$ cat src/ntfc_pkg.sv
// Shared types and constants for the nearest-target follow controller.
package ntfc_pkg;

    localparam logic [1:0] KIND_POINT = 2'd0;
    localparam logic [1:0] KIND_EOF   = 2'd1;
    localparam logic [1:0] KIND_MODE  = 2'd2;
    localparam logic [1:0] KIND_SPARE = 2'd3;

    localparam logic [1:0] ST_CHOSEN  = 2'd0;
    localparam logic [1:0] ST_CMD     = 2'd1;
    localparam logic [1:0] ST_LOST    = 2'd2;
    localparam logic [1:0] ST_NONE    = 2'd3;

    localparam logic [2:0] REG_FOLLOW = 3'd0;
    localparam logic [2:0] REG_LDB    = 3'd1;
    localparam logic [2:0] REG_ADB    = 3'd2;
    localparam logic [2:0] REG_LGAIN  = 3'd3;
    localparam logic [2:0] REG_AGAIN  = 3'd4;
    localparam logic [2:0] REG_LMAX   = 3'd5;
    localparam logic [2:0] REG_LMIN   = 3'd6;
    localparam logic [2:0] REG_AMAX   = 3'd7;

    localparam logic [31:0] LOST_DIST_SQ = 32'd1048576;
    localparam logic signed [23:0] HALF_PI_Q16 = 24'sd102944;
    localparam int CORDIC_STEPS = 16;

    // arctangent table, units of 2^-16 rad
    function automatic logic [15:0] atan_q16(input logic [3:0] i);
        logic [15:0] r;
        begin
            case (i)
                4'd0:  r = 16'd51472;
                4'd1:  r = 16'd30386;
                4'd2:  r = 16'd16055;
                4'd3:  r = 16'd8150;
                4'd4:  r = 16'd4091;
                4'd5:  r = 16'd2047;
                4'd6:  r = 16'd1024;
                4'd7:  r = 16'd512;
                4'd8:  r = 16'd256;
                4'd9:  r = 16'd128;
                4'd10: r = 16'd64;
                4'd11: r = 16'd32;
                4'd12: r = 16'd16;
                4'd13: r = 16'd8;
                4'd14: r = 16'd4;
                default: r = 16'd2;
            endcase
            return r;
        end
    endfunction

    typedef struct packed {
        logic [14:0] follow_distance;
        logic [14:0] linear_deadband;
        logic [11:0] angular_deadband;
        logic [15:0] linear_gain;
        logic [15:0] angular_gain;
        logic [14:0] lin_max;
        logic [14:0] lin_min;
        logic [14:0] turn_max;
    } cfg_t;

endpackage

$ cat src/nearest_target_follow_controller_top.sv
// Top level of the nearest-target follow controller.
// s_axis carries one request per item, kind in tuser: centroid, end of
//  frame or set tracking mode. Centroids keep the one nearest the origin
//  (not tracking) or nearest the stored target (tracking). An end of frame
//  emits one result on m_axis: status, speed commands and stored target.
// cfg_we/cfg_index/cfg_data write one control register per cycle; write
//  only while the block is idle with no result pending.
// Sequencing, one shared 17x16 multiplier under a small sequencer:
//  - mode change and unused kind: taken in S_IDLE, which they do not leave.
//  - centroid: dx^2 (S_SQX), dy^2 (S_SQY), compare (S_CMP), then S_IDLE.
//  - end of frame without command: S_EOF, then S_OUT registers the result.
//  - end of frame with command: two squares, 16-step root with the CORDIC
//    bearing alongside, deadband check, then two gain multiplies unless
//    both errors are inside their deadbands; S_OUT registers the result.
// s_tready is low while a request is in work.
// Stall: the output register holds its result until m_tready; a following
//  result waits in the last state and no new request is taken meanwhile.
// Reset (aresetn low, synchronous): clears tracking, target and frame
//  state, drops m_tvalid and loads register defaults.
module nearest_target_follow_controller_top #(
    parameter int MIN_TURN_SPEED = 0
) (
    input  logic        aclk,
    input  logic        aresetn,
    input  logic        s_tvalid,
    output logic        s_tready,
    // tdata: point_x[15:0], point_y[31:16], tracking_on[32], zero fill
    input  logic [39:0] s_tdata,
    // tuser: kind[1:0]
    input  logic [1:0]  s_tuser,
    output logic        m_tvalid,
    input  logic        m_tready,
    // tdata: forward speed[15:0], turn rate[31:16], target_x[47:32],
    //        target_y[63:48]
    output logic [63:0] m_tdata,
    // tuser: status[1:0]
    output logic [1:0]  m_tuser,
    input  logic        cfg_we,
    input  logic [2:0]  cfg_index,
    input  logic [15:0] cfg_data
);
    typedef enum logic [9:0] {
        S_IDLE  = 10'b0000000001,
        S_SQX   = 10'b0000000010,
        S_SQY   = 10'b0000000100,
        S_CMP   = 10'b0000001000,
        S_EOF   = 10'b0000010000,
        S_SQRT  = 10'b0000100000,
        S_WAIT  = 10'b0001000000,
        S_LMUL  = 10'b0010000000,
        S_AMUL  = 10'b0100000000,
        S_OUT   = 10'b1000000000
    } state_t;

    state_t state_reg;
    ntfc_pkg::cfg_t cfg_reg;

    logic               tracking_reg, has_pt_reg, point_pass_reg;
    logic signed [15:0] tgt_x_reg, tgt_y_reg, best_x_reg, best_y_reg;
    logic signed [15:0] px_reg, py_reg;
    logic [31:0] best_d_reg;
    logic [32:0] acc_reg;              // sum of squares, saturated to 33 bits
    logic [16:0] mul_a;
    logic [15:0] mul_b;
    logic [32:0] prod;
    logic [33:0] sq_sum;
    logic [31:0] d_sat;
    // square root
    logic [31:0] rem_reg;
    logic [15:0] root_reg;
    logic [4:0]  sq_cnt_reg;
    // command shaping
    logic signed [16:0] err_reg;
    logic signed [15:0] theta_reg;
    logic signed [15:0] lin_reg, ang_reg;
    logic [1:0]         status_reg;
    logic               m_valid_reg;
    logic [63:0]        m_data_reg;
    logic [1:0]         m_user_reg;
    logic               cor_start, cor_done;
    logic signed [15:0] cor_theta;
    logic [16:0] emag, tmag;
    logic [32:0] lm;

    localparam logic [14:0] MIN_TURN = 15'(MIN_TURN_SPEED);

    // shared multiplier: 17 x 16 unsigned, squares and gain products
    assign prod = {16'd0, mul_a} * {17'd0, mul_b};

    function automatic logic [16:0] absdiff(input logic signed [15:0] a,
                                            input logic signed [15:0] b);
        logic signed [16:0] d;
        begin
            d = 17'(a) - 17'(b);
            return d[16] ? 17'(-d) : 17'(d);
        end
    endfunction

    logic [16:0] dx_mag, dy_mag;
    always_comb begin
        if (state_reg == S_SQX || state_reg == S_SQY) begin
            if (point_pass_reg) begin
                dx_mag = absdiff(px_reg, tracking_reg ? tgt_x_reg : 16'sd0);
                dy_mag = absdiff(py_reg, tracking_reg ? tgt_y_reg : 16'sd0);
            end else begin
                dx_mag = absdiff(best_x_reg, 16'sd0);
                dy_mag = absdiff(best_y_reg, 16'sd0);
            end
        end else begin
            dx_mag = '0;
            dy_mag = '0;
        end
    end

    assign emag = err_reg[16] ? 17'(-err_reg) : 17'(err_reg);
    assign tmag = theta_reg[15] ? 17'(-17'(theta_reg)) : 17'(theta_reg);

    // |d| is at most 65535, so bit 16 is always clear
    always_comb begin
        mul_a = '0;
        mul_b = '0;
        unique case (state_reg)
            S_SQX: begin mul_a = dx_mag; mul_b = dx_mag[15:0]; end
            S_SQY: begin mul_a = dy_mag; mul_b = dy_mag[15:0]; end
            S_LMUL: begin mul_a = emag; mul_b = cfg_reg.linear_gain; end
            S_AMUL: begin mul_a = tmag; mul_b = cfg_reg.angular_gain; end
            default: begin end
        endcase
    end

    assign sq_sum = {1'b0, acc_reg} + {1'b0, prod};

    assign d_sat = (acc_reg[32]) ? 32'hFFFFFFFF : acc_reg[31:0];

    assign lm = prod >> 8;

    function automatic logic [14:0] clampm(input logic [32:0] v,
                                           input logic [14:0] vmax,
                                           input logic [14:0] vmin);
        logic [32:0] r;
        begin
            r = (v > 33'(vmax)) ? 33'(vmax) : v;
            if (r < 33'(vmin)) r = 33'(vmin);
            return r[14:0];
        end
    endfunction

    assign cor_start = (state_reg == S_EOF) && has_pt_reg && tracking_reg &&
                       (best_d_reg <= ntfc_pkg::LOST_DIST_SQ);

    ntfc_cordic u_cordic (
        .aclk    (aclk),
        .aresetn (aresetn),
        .start   (cor_start),
        .px      (best_x_reg),
        .py      (best_y_reg),
        .done    (cor_done),
        .theta   (cor_theta)
    );

    logic cor_seen_reg;

    always_ff @(posedge aclk) begin
        if (!aresetn) begin
            state_reg    <= S_IDLE;
            tracking_reg <= 1'b0;
            has_pt_reg   <= 1'b0;
            best_d_reg   <= '1;
            best_x_reg   <= '0;
            best_y_reg   <= '0;
            tgt_x_reg    <= '0;
            tgt_y_reg    <= '0;
            m_valid_reg  <= 1'b0;
            m_data_reg   <= '0;
            m_user_reg   <= '0;
            cor_seen_reg <= 1'b0;
            cfg_reg.follow_distance   <= 15'd1536;
            cfg_reg.linear_deadband   <= 15'd102;
            cfg_reg.angular_deadband  <= 12'd102;
            cfg_reg.linear_gain       <= 16'd256;
            cfg_reg.angular_gain      <= 16'd256;
            cfg_reg.lin_max           <= 15'd512;
            cfg_reg.lin_min           <= 15'd102;
            cfg_reg.turn_max          <= 15'd1024;
        end else begin
            if (cfg_we) begin
                unique case (cfg_index)
                    ntfc_pkg::REG_FOLLOW: cfg_reg.follow_distance <= cfg_data[14:0];
                    ntfc_pkg::REG_LDB:    cfg_reg.linear_deadband <= cfg_data[14:0];
                    ntfc_pkg::REG_ADB:    cfg_reg.angular_deadband <= cfg_data[11:0];
                    ntfc_pkg::REG_LGAIN:  cfg_reg.linear_gain <= cfg_data;
                    ntfc_pkg::REG_AGAIN:  cfg_reg.angular_gain <= cfg_data;
                    ntfc_pkg::REG_LMAX:   cfg_reg.lin_max <= cfg_data[14:0];
                    ntfc_pkg::REG_LMIN:   cfg_reg.lin_min <= cfg_data[14:0];
                    default:              cfg_reg.turn_max <= cfg_data[14:0];
                endcase
            end
            // S_OUT refills the output register itself
            if (m_valid_reg && m_tready && state_reg != S_OUT) m_valid_reg <= 1'b0;
            if (cor_done) begin
                cor_seen_reg <= 1'b1;
                theta_reg    <= cor_theta;
            end

            unique case (state_reg)
                S_IDLE: if (s_tvalid && s_tready) begin
                    case (s_tuser)
                        ntfc_pkg::KIND_POINT: begin
                            px_reg <= s_tdata[15:0];
                            py_reg <= s_tdata[31:16];
                            point_pass_reg <= 1'b1;
                            state_reg <= S_SQX;
                        end
                        ntfc_pkg::KIND_MODE: begin
                            tracking_reg <= s_tdata[32];
                            has_pt_reg <= 1'b0;
                            best_d_reg <= '1;
                            best_x_reg <= '0;
                            best_y_reg <= '0;
                        end
                        ntfc_pkg::KIND_EOF: state_reg <= S_EOF;
                        default: begin end
                    endcase
                end
                S_SQX: begin
                    acc_reg <= prod;
                    state_reg <= S_SQY;
                end
                S_SQY: begin
                    acc_reg <= sq_sum[33] ? 33'h1FFFFFFFF : sq_sum[32:0];
                    state_reg <= point_pass_reg ? S_CMP : S_SQRT;
                    sq_cnt_reg <= '0;
                    rem_reg <= '0;
                    root_reg <= '0;
                end
                S_CMP: begin
                    if (!has_pt_reg || d_sat < best_d_reg) begin
                        best_x_reg <= px_reg;
                        best_y_reg <= py_reg;
                        best_d_reg <= d_sat;
                    end
                    has_pt_reg <= 1'b1;
                    state_reg <= S_IDLE;
                end
                S_EOF: begin
                    lin_reg <= '0;
                    ang_reg <= '0;
                    cor_seen_reg <= 1'b0;
                    if (!has_pt_reg) begin
                        status_reg <= ntfc_pkg::ST_NONE;
                        state_reg <= S_OUT;
                    end else if (!tracking_reg) begin
                        tgt_x_reg <= best_x_reg;
                        tgt_y_reg <= best_y_reg;
                        status_reg <= ntfc_pkg::ST_CHOSEN;
                        state_reg <= S_OUT;
                    end else if (best_d_reg > ntfc_pkg::LOST_DIST_SQ) begin
                        status_reg <= ntfc_pkg::ST_LOST;
                        state_reg <= S_OUT;
                    end else begin
                        tgt_x_reg <= best_x_reg;
                        tgt_y_reg <= best_y_reg;
                        status_reg <= ntfc_pkg::ST_CMD;
                        point_pass_reg <= 1'b0;
                        state_reg <= S_SQX;
                    end
                end
                S_SQRT: begin
                    // one root bit per cycle on the (saturated) 32-bit value
                    if (sq_cnt_reg == 5'd16) begin
                        err_reg <= 17'($signed({1'b0, root_reg})) -
                                   17'($signed({2'b0, cfg_reg.follow_distance}));
                        state_reg <= S_WAIT;
                    end else begin
                        if ({rem_reg, d_sat[31:30]} >= {root_reg, 2'b01}) begin
                            rem_reg <= 32'({rem_reg, d_sat[31:30]} - {root_reg, 2'b01});
                            root_reg <= {root_reg[14:0], 1'b1};
                        end else begin
                            rem_reg <= 32'({rem_reg, d_sat[31:30]});
                            root_reg <= {root_reg[14:0], 1'b0};
                        end
                        acc_reg <= {1'b0, d_sat[29:0], 2'b00};
                        sq_cnt_reg <= sq_cnt_reg + 5'd1;
                    end
                end
                S_WAIT: if (cor_seen_reg || cor_done) begin
                    if (emag > 17'(cfg_reg.linear_deadband) ||
                        tmag > 17'(cfg_reg.angular_deadband)) begin
                        state_reg <= S_LMUL;
                    end else begin
                        state_reg <= S_OUT;
                    end
                end
                S_LMUL: begin
                    lin_reg <= err_reg[16] ?
                        -$signed({1'b0, clampm(lm, cfg_reg.lin_max,
                                               cfg_reg.lin_min)}) :
                        $signed({1'b0, clampm(lm, cfg_reg.lin_max,
                                              cfg_reg.lin_min)});
                    state_reg <= S_AMUL;
                end
                S_AMUL: begin
                    ang_reg <= theta_reg[15] ?
                        -$signed({1'b0, clampm(lm, cfg_reg.turn_max, MIN_TURN)}) :
                        $signed({1'b0, clampm(lm, cfg_reg.turn_max, MIN_TURN)});
                    state_reg <= S_OUT;
                end
                S_OUT: if (!m_valid_reg || m_tready) begin
                    m_valid_reg <= 1'b1;
                    m_data_reg <= {tgt_y_reg, tgt_x_reg, ang_reg, lin_reg};
                    m_user_reg <= status_reg;
                    has_pt_reg <= 1'b0;
                    best_d_reg <= '1;
                    best_x_reg <= '0;
                    best_y_reg <= '0;
                    state_reg <= S_IDLE;
                end
                default: state_reg <= S_IDLE;
            endcase
        end
    end

    assign s_tready = (state_reg == S_IDLE);
    assign m_tvalid = m_valid_reg;
    assign m_tuser  = m_user_reg;
    assign m_tdata  = m_data_reg;

    a_busy_not_ready: assert property (@(posedge aclk) disable iff (!aresetn)
        (state_reg != S_IDLE) |-> !s_tready)
        else $error("ready while busy");
    a_hold: assert property (@(posedge aclk) disable iff (!aresetn)
        (m_tvalid && !m_tready) |=> (m_tvalid && $stable(m_tdata)))
        else $error("result dropped under stall");
    a_cmd_zero: assert property (@(posedge aclk) disable iff (!aresetn)
        (m_tvalid && m_tuser != ntfc_pkg::ST_CMD) |-> (m_tdata[31:0] == 32'd0))
        else $error("speed on non-command status");
endmodule

$ cat src/ntfc_cordic.sv
// Iterative vectoring CORDIC: bearing of a Q5.10 point, rounded to Q5.10.
module ntfc_cordic (
    input  logic               aclk,
    input  logic               aresetn,
    input  logic               start,
    input  logic signed [15:0] px,
    input  logic signed [15:0] py,
    output logic               done,
    output logic signed [15:0] theta
);
    // x grows by gain ~1.65 and pre-rotation, 28 bits is ample
    logic signed [27:0] x_reg, y_reg;
    logic signed [23:0] z_reg;
    logic [3:0]  step_reg;
    logic        busy_reg, done_reg, zero_reg;
    logic signed [27:0] xs, ys, x0, y0;
    logic signed [23:0] at, z0;
    logic [23:0] zmag;
    logic [17:0] m;

    assign xs = x_reg >>> step_reg;
    assign ys = y_reg >>> step_reg;
    assign at = $signed({8'd0, ntfc_pkg::atan_q16(step_reg)});

    always_comb begin
        x0 = {{4{px[15]}}, px, 8'd0};
        y0 = {{4{py[15]}}, py, 8'd0};
        z0 = '0;
        if (px[15]) begin
            if (!py[15]) begin
                x0 = {{4{py[15]}}, py, 8'd0};
                y0 = -{{4{px[15]}}, px, 8'd0};
                z0 = ntfc_pkg::HALF_PI_Q16;
            end else begin
                x0 = -{{4{py[15]}}, py, 8'd0};
                y0 = {{4{px[15]}}, px, 8'd0};
                z0 = -ntfc_pkg::HALF_PI_Q16;
            end
        end
    end

    always_ff @(posedge aclk) begin
        if (!aresetn) begin
            busy_reg <= 1'b0;
            done_reg <= 1'b0;
            step_reg <= '0;
        end else begin
            done_reg <= 1'b0;
            if (start) begin
                busy_reg <= 1'b1;
                step_reg <= '0;
                x_reg    <= x0;
                y_reg    <= y0;
                z_reg    <= z0;
                zero_reg <= (px == 16'sd0) && (py == 16'sd0);
            end else if (busy_reg) begin
                if (y_reg > 28'sd0) begin
                    x_reg <= x_reg + ys;
                    y_reg <= y_reg - xs;
                    z_reg <= z_reg + at;
                end else begin
                    x_reg <= x_reg - ys;
                    y_reg <= y_reg + xs;
                    z_reg <= z_reg - at;
                end
                step_reg <= step_reg + 4'd1;
                if (step_reg == 4'(ntfc_pkg::CORDIC_STEPS - 1)) begin
                    busy_reg <= 1'b0;
                    done_reg <= 1'b1;
                end
            end
        end
    end

    assign zmag = z_reg[23] ? 24'(-z_reg) : 24'(z_reg);
    assign m = 18'((zmag + 24'd32) >> 6);
    assign done = done_reg;
    assign theta = zero_reg ? 16'sd0 :
                   (z_reg[23] ? -$signed(m[15:0]) : $signed(m[15:0]));
endmodule
$ cat config.mk
export PLATFORM = sky130hd
export DESIGN_NAME = nearest_target_follow_controller_top
export DESIGN_NICKNAME = d
export VERILOG_FILES = /design/src/ntfc_pkg.sv /design/src/nearest_target_follow_controller_top.sv /design/src/ntfc_cordic.sv
export SDC_FILE = /design/constraint.sdc
export NUM_CORES = 2
export LEC_CHECK = 0
export BUFFER_PORTS_ARGS = -buffer_cell sky130_fd_sc_hd__buf_2
export CAP_MARGIN = 20
export CORE_MARGIN = 8
export CORE_UTILIZATION = 48
export DETAILED_ROUTE_END_ITERATION = 8
export SLEW_MARGIN = 25
export SYNTH_ARGS = -nofsm -noshare
export SYNTH_HDL_FRONTEND = slang
export SYNTH_SLANG_ARGS = --single-unit
$ cat constraint.sdc
create_clock -name aclk -period 16.05 [get_ports aclk]
set_clock_uncertainty 0.05 [all_clocks]
set_input_delay 0.8025 -clock aclk [delete_from_list [all_inputs] [get_ports aclk]]
set_output_delay 0.8025 -clock aclk [all_outputs]
set_load 0.1 [all_outputs]
# Yosys cells after proc, flatten, opt, wreduce, memory -nomap -nowiden

Memory sizes are Yosys's and may differ from the RTL's. A register that Yosys moved wholly into a read port is not among the register bits.
Cells that the tools add are included.

$add $sub $neg: 26
Multipliers: 1
Order comparisons: 11
Eq/ne operators: 34
Shift-type cells: 2
Multiplexer cells: 103
Bitwise operators: 3
Reduce and logical (&&, ||, !) cells: 54

Operator list:

| operator                                                   | number |
|---|---|
| 28-bit 2-to-1 mux                                          | 10 |
| 16-bit 2-to-1 mux                                          | 15 |
| 32-bit 2-to-1 mux                                          | 7 |
| 17-bit 2-to-1 mux                                          | 10 |
| 24-bit 2-to-1 mux                                          | 5 |
| 33-bit one-hot mux with 3 select lines                     | 1 |
| 16-bit one-hot mux with 2 select lines                     | 3 |
| 16-bit one-hot mux with 3 select lines                     | 2 |
| 32-bit one-hot mux with 3 select lines                     | 1 |
| 15-bit 2-to-1 mux                                          | 6 |
| 10-bit one-hot mux with 9 select lines                     | 1 |
| 10-bit 2-to-1 mux                                          | 8 |
| 17-bit one-hot mux with 4 select lines                     | 1 |
| 33-bit 2-to-1 mux                                          | 2 |
| 16-bit one-hot mux with 4 select lines                     | 1 |
| 32-bit one-hot mux with 2 select lines                     | 1 |
| 28-bit adder                                               | 2 |
| 28-bit negator                                             | 2 |
| 28-bit by 4-bit >>> shifter with 28-bit output             | 2 |
| 28-bit subtractor                                          | 2 |
| 16-bit negator with 17-bit output                          | 3 |
| 17-bit negator                                             | 3 |
| 25-bit by 15-bit greater-than comparator with 1-bit output | 2 |
| 25-bit 2-to-1 mux                                          | 2 |
| 70 further kinds                                           | 142 |

Register bits: 568
ROM bits: 256
Bits of input ports: 66
Word-level logic and storage cells: 274
Memories kept: 1

Memory list:

| name            | words | width | read ports | clocked after memory_dff | wr ports | RTL line       | text |
|---|---|---|---|---|---|---|---|
| (no name shown) | 16    | 16    | 1          | 1                        | 0        | ntfc_pkg.sv:31 | `case (i)` |

# Longest topological paths before layout

Depth in word-level cells: 17
Gate-level depth with buffers: 70

# Cells and area by module

Synthesis repeated with hierarchy kept, for this count alone.

Cell total of the unflattened synthesis: 6248
Area, all modules: 52759.4 sq um

Modules (own cells, without submodules):

| module                               | times used | cells an instance | area each (sq um) |
|---|---|---|---|
| nearest_target_follow_controller_top | 1          | 4530              | 38478.2 |
| ntfc_cordic                          | 1          | 1718              | 14281.2 |

# Least setup slack after synthesis

OpenSTA, ideal clock, no wires.

Path type: register to register
From: register tracking_reg
To: register lin_reg[14] (data pin)
Setup time: 0.267 ns
Arrival time: 14.312 ns
Required time: 15.733 ns
Path slack: 1.421 ns
Stages on the path, launching flop included: 64
Period minus slack after synthesis: 14.629 ns
Path through: dfxtp_1 > clkbuf_1 > clkbuf_1 > nand2_1 > fa_1 > a21o_1 > a21oi_1 > o21bai_1 > a21oi_1 > o21ai_0 > a311o_1 > and3_1 > o22ai_1 > clkbuf_1 > o21ai_0 > xnor2_1 > a221o_1 > a221o_1 > [28 not listed] > mux2_2 > ha_1 > a21o_1 > a21o_1 > a21o_1 > a21o_1 > a21o_1 > a21oi_1 > o21ai_0 > o21ai_0 > nor3_4 > buf_4 > buf_4 > mux2i_1 > ha_1 > a31o_2 > nand3_1 > nor3b_2

Longest elaborated chain between the ends: 17
Elaborated cells on any way between the ends: 24

Ends and longest elaborated chain:

| element                                                                                                 | RTL line                                                                                 | text |
|---|---|---|
| from (decl)                                                                                             | nearest_target_follow_controller_top.sv:58                                               | `logic tracking_reg, has_pt_reg, point_pass_reg;` |
| from (signal assigned)                                                                                  | nearest_target_follow_controller_top.sv:215                                              | `tracking_reg <= s_tdata[32];` |
| 16-bit 2-to-1 mux (on tied branches)                                                                    | nearest_target_follow_controller_top.sv:104, nearest_target_follow_controller_top.sv:103 |  |
| 16-bit by 16-bit subtractor with 17-bit output                                                          | nearest_target_follow_controller_top.sv:94                                               | `d = 17'(a) - 17'(b);` |
| 17-bit negator                                                                                          | nearest_target_follow_controller_top.sv:95                                               | `return d[16] ? 17'(-d) : 17'(d);` |
| 17-bit 2-to-1 mux                                                                                       | nearest_target_follow_controller_top.sv:95                                               |  |
| 17-bit 2-to-1 mux                                                                                       | nearest_target_follow_controller_top.sv:102                                              | `if (point_pass_reg) begin` |
| 17-bit 2-to-1 mux                                                                                       | nearest_target_follow_controller_top.sv:101                                              | `if (state_reg == S_SQX \|\| state_reg == S_SQY) begin` |
| 17-bit one-hot mux with 4 select lines / 16-bit one-hot mux with 4 select lines (equally long branches) | nearest_target_follow_controller_top.sv:122                                              | `unique case (state_reg)` |
| 17-bit by 16-bit multiplier with 33-bit output *                                                        | nearest_target_follow_controller_top.sv:88                                               | `assign prod = {16'd0, mul_a} * {17'd0, mul_b};` |
| 25-bit by 15-bit greater-than comparator with 1-bit output                                              | nearest_target_follow_controller_top.sv:142                                              | `r = (v > 33'(vmax)) ? 33'(vmax) : v;` |
| 25-bit 2-to-1 mux *                                                                                     | nearest_target_follow_controller_top.sv:142                                              |  |
| 25-bit by 15-bit less-than comparator with 1-bit output                                                 | nearest_target_follow_controller_top.sv:143                                              | `if (r < 33'(vmin)) r = 33'(vmin);` |
| 15-bit 2-to-1 mux *                                                                                     | nearest_target_follow_controller_top.sv:143                                              |  |
| 15-bit 2-to-1 mux                                                                                       | nearest_target_follow_controller_top.sv:205                                              | `unique case (state_reg)` |
| 15-bit 2-to-1 mux                                                                                       | nearest_target_follow_controller_top.sv:164                                              | `if (!aresetn) begin` |
| 15-bit negator with 16-bit output                                                                       | nearest_target_follow_controller_top.sv:296                                              | `-$signed({1'b0, clampm(lm, cfg_reg.lin_max,` |
| 16-bit 2-to-1 mux *                                                                                     | nearest_target_follow_controller_top.sv:295                                              | `lin_reg <= err_reg[16] ?` |
| 16-bit one-hot mux with 2 select lines *                                                                | nearest_target_follow_controller_top.sv:205                                              |  |
| to (signal assigned)                                                                                    | nearest_target_follow_controller_top.sv:295                                              |  |
| to (decl)                                                                                               | nearest_target_follow_controller_top.sv:75                                               | `logic signed [15:0] lin_reg, ang_reg;` |

Mark *: on every way between the ends. The rest lies on a longest branch, timed or not. The select of a mux whose other input is x is not followed.
A chain may end at the register's enable or synchronous reset.

# Final worst setup path

Ends and elaborated chain as after synthesis.

==> results.json <==
{
  "outcome": "completed",
  "antenna_found_initial": 10,
  "slew_violations": 0,
  "swShare_pct": 27.0,
  "n_fill_cell": 10100,
  "io_pins": 134,
  "drt-total-wl_um": 162000,
  "power.density_nw_per_um2": 64.9,
  "grt_max_degree": 87,
  "synth-edff-count": 267,
  "ys_async_sr_fraction_pct": 0,
  "hold_path_class": "in -> reg",
  "synth_top_area_cell": "edfxtp_1",
  "crit_path_top_delay_cell": "fa_1",
  "yosys_warnings": 0,
  "fin_hold_ws_ns": 0.266,
  "cts_buffer_depth": 3,
  "ys_seq_area_share_pct": 28.0,
  "seqPwrFrac_pct": 43.8,
  "syn_nets": 6795,
  "clock_power_share_pct": 46.3,
  "dpl.hpwl_um": 121000,
  "arrival_ns": 15.69,
  "place_congestion": 0.958,
  "nets": 6808,
  "synth.distinct_cells": 107,
  "overflow": 0,
  "clkSlewWorstSetupHoldPaths_ns": 0.06,
  "comb_power_share_pct": 9.9,
  "tns_ns": 0,
  "postRouteAntennaNets": 0,
  "irDropWorstVdd_uv": 108,
  "rows": 120,
  "post-route-util_pct": 52.6,
  "period_minus_slack_ns": 15.35,
  "drt_first_pass_iters": 8,
  "synthCells": 6108,
  "cpMostUsedCell": "fa_1",
  "worstSetupEndpointType": "flip-flop",
  "core-area_sq_um": 106000,
  "hold_buffers": 0,
  "rsz0062_at_grt": "no",
  "synth_common_cells": "nand2_1 (962), inv_1 (510), nor2_1 (480), a21oi_1 (476), ha_1 (406)",
  "cp_max_fo": 34,
  "io_buffers": 126,
  "first_iter_violations": 4008,
  "postSynthAreaPerCell_sq_um": 8.39,
  "clockRootBuffer": "clkbuf_16",
  "synth_seq_cells": 584,
  "critPathLaunchType": "flip-flop",
  "max_freq_mhz": 65.1,
  "wl_per_cell_um": 21.4,
  "grt_pass1_vias": 43200,
  "crit_type": "reg -> reg",
  "max-slew-margin-rel_pct": 29.5,
  "die-area_sq_um": 117000,
  "netlist.area_leader.share_pct": 15.6,
  "clock-sinks": 584,
  "numCtsBuffers": 72,
  "ys.flop_type": "dfxtp_1",
  "min_path_cells": 1,
  "multi_input_area_sq_um": 34000,
  "hold_viol_final": 0,
  "syn_to_final_growth_pct": 9.34,
  "initial_core_util_pct": 48.1,
  "synthesis.area_sq_um": 51300,
  "p_leak_nw": 23.4,
  "clk_latency_ns": 0.67,
  "setup_viol": 0,
  "die_w_um": 343,
  "cp.required_ns": 16.39,
  "period_share_pct": 95.7,
  "drc": 0,
  "grt_usage_pct": 27.1,
  "reg2reg_depth": 58,
  "p_int_mw": 2.66,
  "vias": 44600,
  "die_y_um": 343,
  "grt_pass1_wl_um": 253000,
  "drive_above_1_share_pct": 9.64,
  "startpoint": "tracking_reg",
  "worstMarginPinSlew_ns": 1.06,
  "largest_register_ffs": 119,
  "avgViaCountPerCell": 5.88,
  "synth_area_leaders": "edfxtp_1 (16%), dfxtp_1 (12%), ha_1 (9.9%)",
  "rr_startpoint": "tracking_reg",
  "min_from": "s_tdata[21]",
  "switchingPower_uw": 982,
  "max_stage_delay_ns": 0.60,
  "h-tree-depth": 3,
  "seqCellArea_sq_um": 14400,
  "cts_tree": "built",
  "max-cap-violations": 0,
  "synth_most_common_cell": "nand2_1"
}
layer usage:
layer / vias to the layer above / share of wire (%) / global-route usage (%)
li1: 21300 / - / -
met4: 6 / 2.4 / 6.38
met2: 1451 / 43 / 42.1
met5: - / 0.025 / 0
met3: 226 / 8.1 / 5.39
met1: 21700 / 46 / 38.8
stage by stage:
stage | total power [mW] | instance area, sq um | worst slack (ns) | instances
after floorplan | 1.86 | 51300 | 1.42 | 6108
after global placement | 1.97 | 53400 | 0.504 | 7443
after detailed placement | 1.97 | 53400 | 0.352 | 7444
after CTS | 3.66 | 55800 | 0.254 | 7578
after global routing | 3.76 | 56000 | 0.00856 | 7585
final | 3.64 | 56000 | 0.696 | 7588
layout by cell type, fill, tap and decap left out, types with 31 or more instances in the layout:
master	Yosys	routed
a21o_1	83	82
a21oi_1	476	471
a221o_1	46	39
a22oi_1	37	37
a31oi_1	43	42
and2_1	92	91
and3_1	36	36
buf_2	22	127
buf_4	4	105
clkbuf_16	0	74
dfxtp_1	317	314
edfxtp_1	267	267
fa_1	215	215
ha_1	406	405
inv_1	510	510
mux2_2	31	31
mux2i_1	64	61
mux4_2	58	58
nand2_1	962	959
nand2b_1	61	61
nand3_1	93	93
nand4_1	50	50
nor2_1	480	470
nor2b_1	66	66
nor3_1	107	103
nor4_1	54	52
o211ai_1	51	51
o21a_1	54	54
o21ai_0	265	262
o22ai_1	42	41
o31ai_1	42	41
or2_2	53	53
or3_1	52	51
xnor2_1	220	219
xor2_1	164	164
worst paths after layout:
check,end,slack (ns)
worst max-delay path,lin_reg[14],0.70
worst min-delay path,py_reg[5],0.27
worst max register to register,lin_reg[14],0.70
worst min register to register,m_tdata[6],0.40
final cells by class:
type	instances	share of cell area (%)
Tap cell	1403	3.13
Clock buffer	102	3.65
Antenna cell	4	0.0179
Inverter	516	3.47
Clock inverter	32	0.672
Multi-Input combinational cell	4710	60.7
Sequential cell	584	25.6
Timing Repair Buffer	237	2.69
logic make-up after synthesis:
family / after synthesis / synth area share, %
muxes: 154 / 4.50
xor gates and xnor gates: 384 / 6.56
DFF: 584 / 28.0
AOI/OAI and AO/OA: 1363 / 16.9
buffers and inverters: 814 / 6.08
and+or+nand+nor: 2185 / 19.5
adders and majority gates: 624 / 18.4
power by group through the flow:
| stage | clock network, mW | registers [mW] | logic (mW) |
|---|---|---|---|
| floorplan | 0 | 1.62 | 0.238 |
| global placement | 0 | 1.62 | 0.348 |
| detailed placement | 0 | 1.62 | 0.351 |
| CTS | 1.72 | 1.59 | 0.352 |
| global route | 1.77 | 1.59 | 0.388 |
| finish | 1.68 | 1.59 | 0.361 |
worst max-delay path: cells and delay by family, from the launching register on:
family | cells | cell delay (ns)
AOI/OAI and AO/OA | 23 | 5.15
xor gates and xnor gates | 1 | 0.19
adders and majority gates | 11 | 4.71
buffers and inverters | 7 | 0.86
DFF | 1 | 0.38
muxes | 2 | 0.71
and+or+nand+nor | 14 | 2.98
repair_timing:
action / CTS / global route
gates resized for setup: 0 / 41
buffers inserted: 0 / 6
endpoints found under the setup margin: 0 / 16
endpoints found under the hold margin: 0 / 0
(Power assumes the default switching activity.)
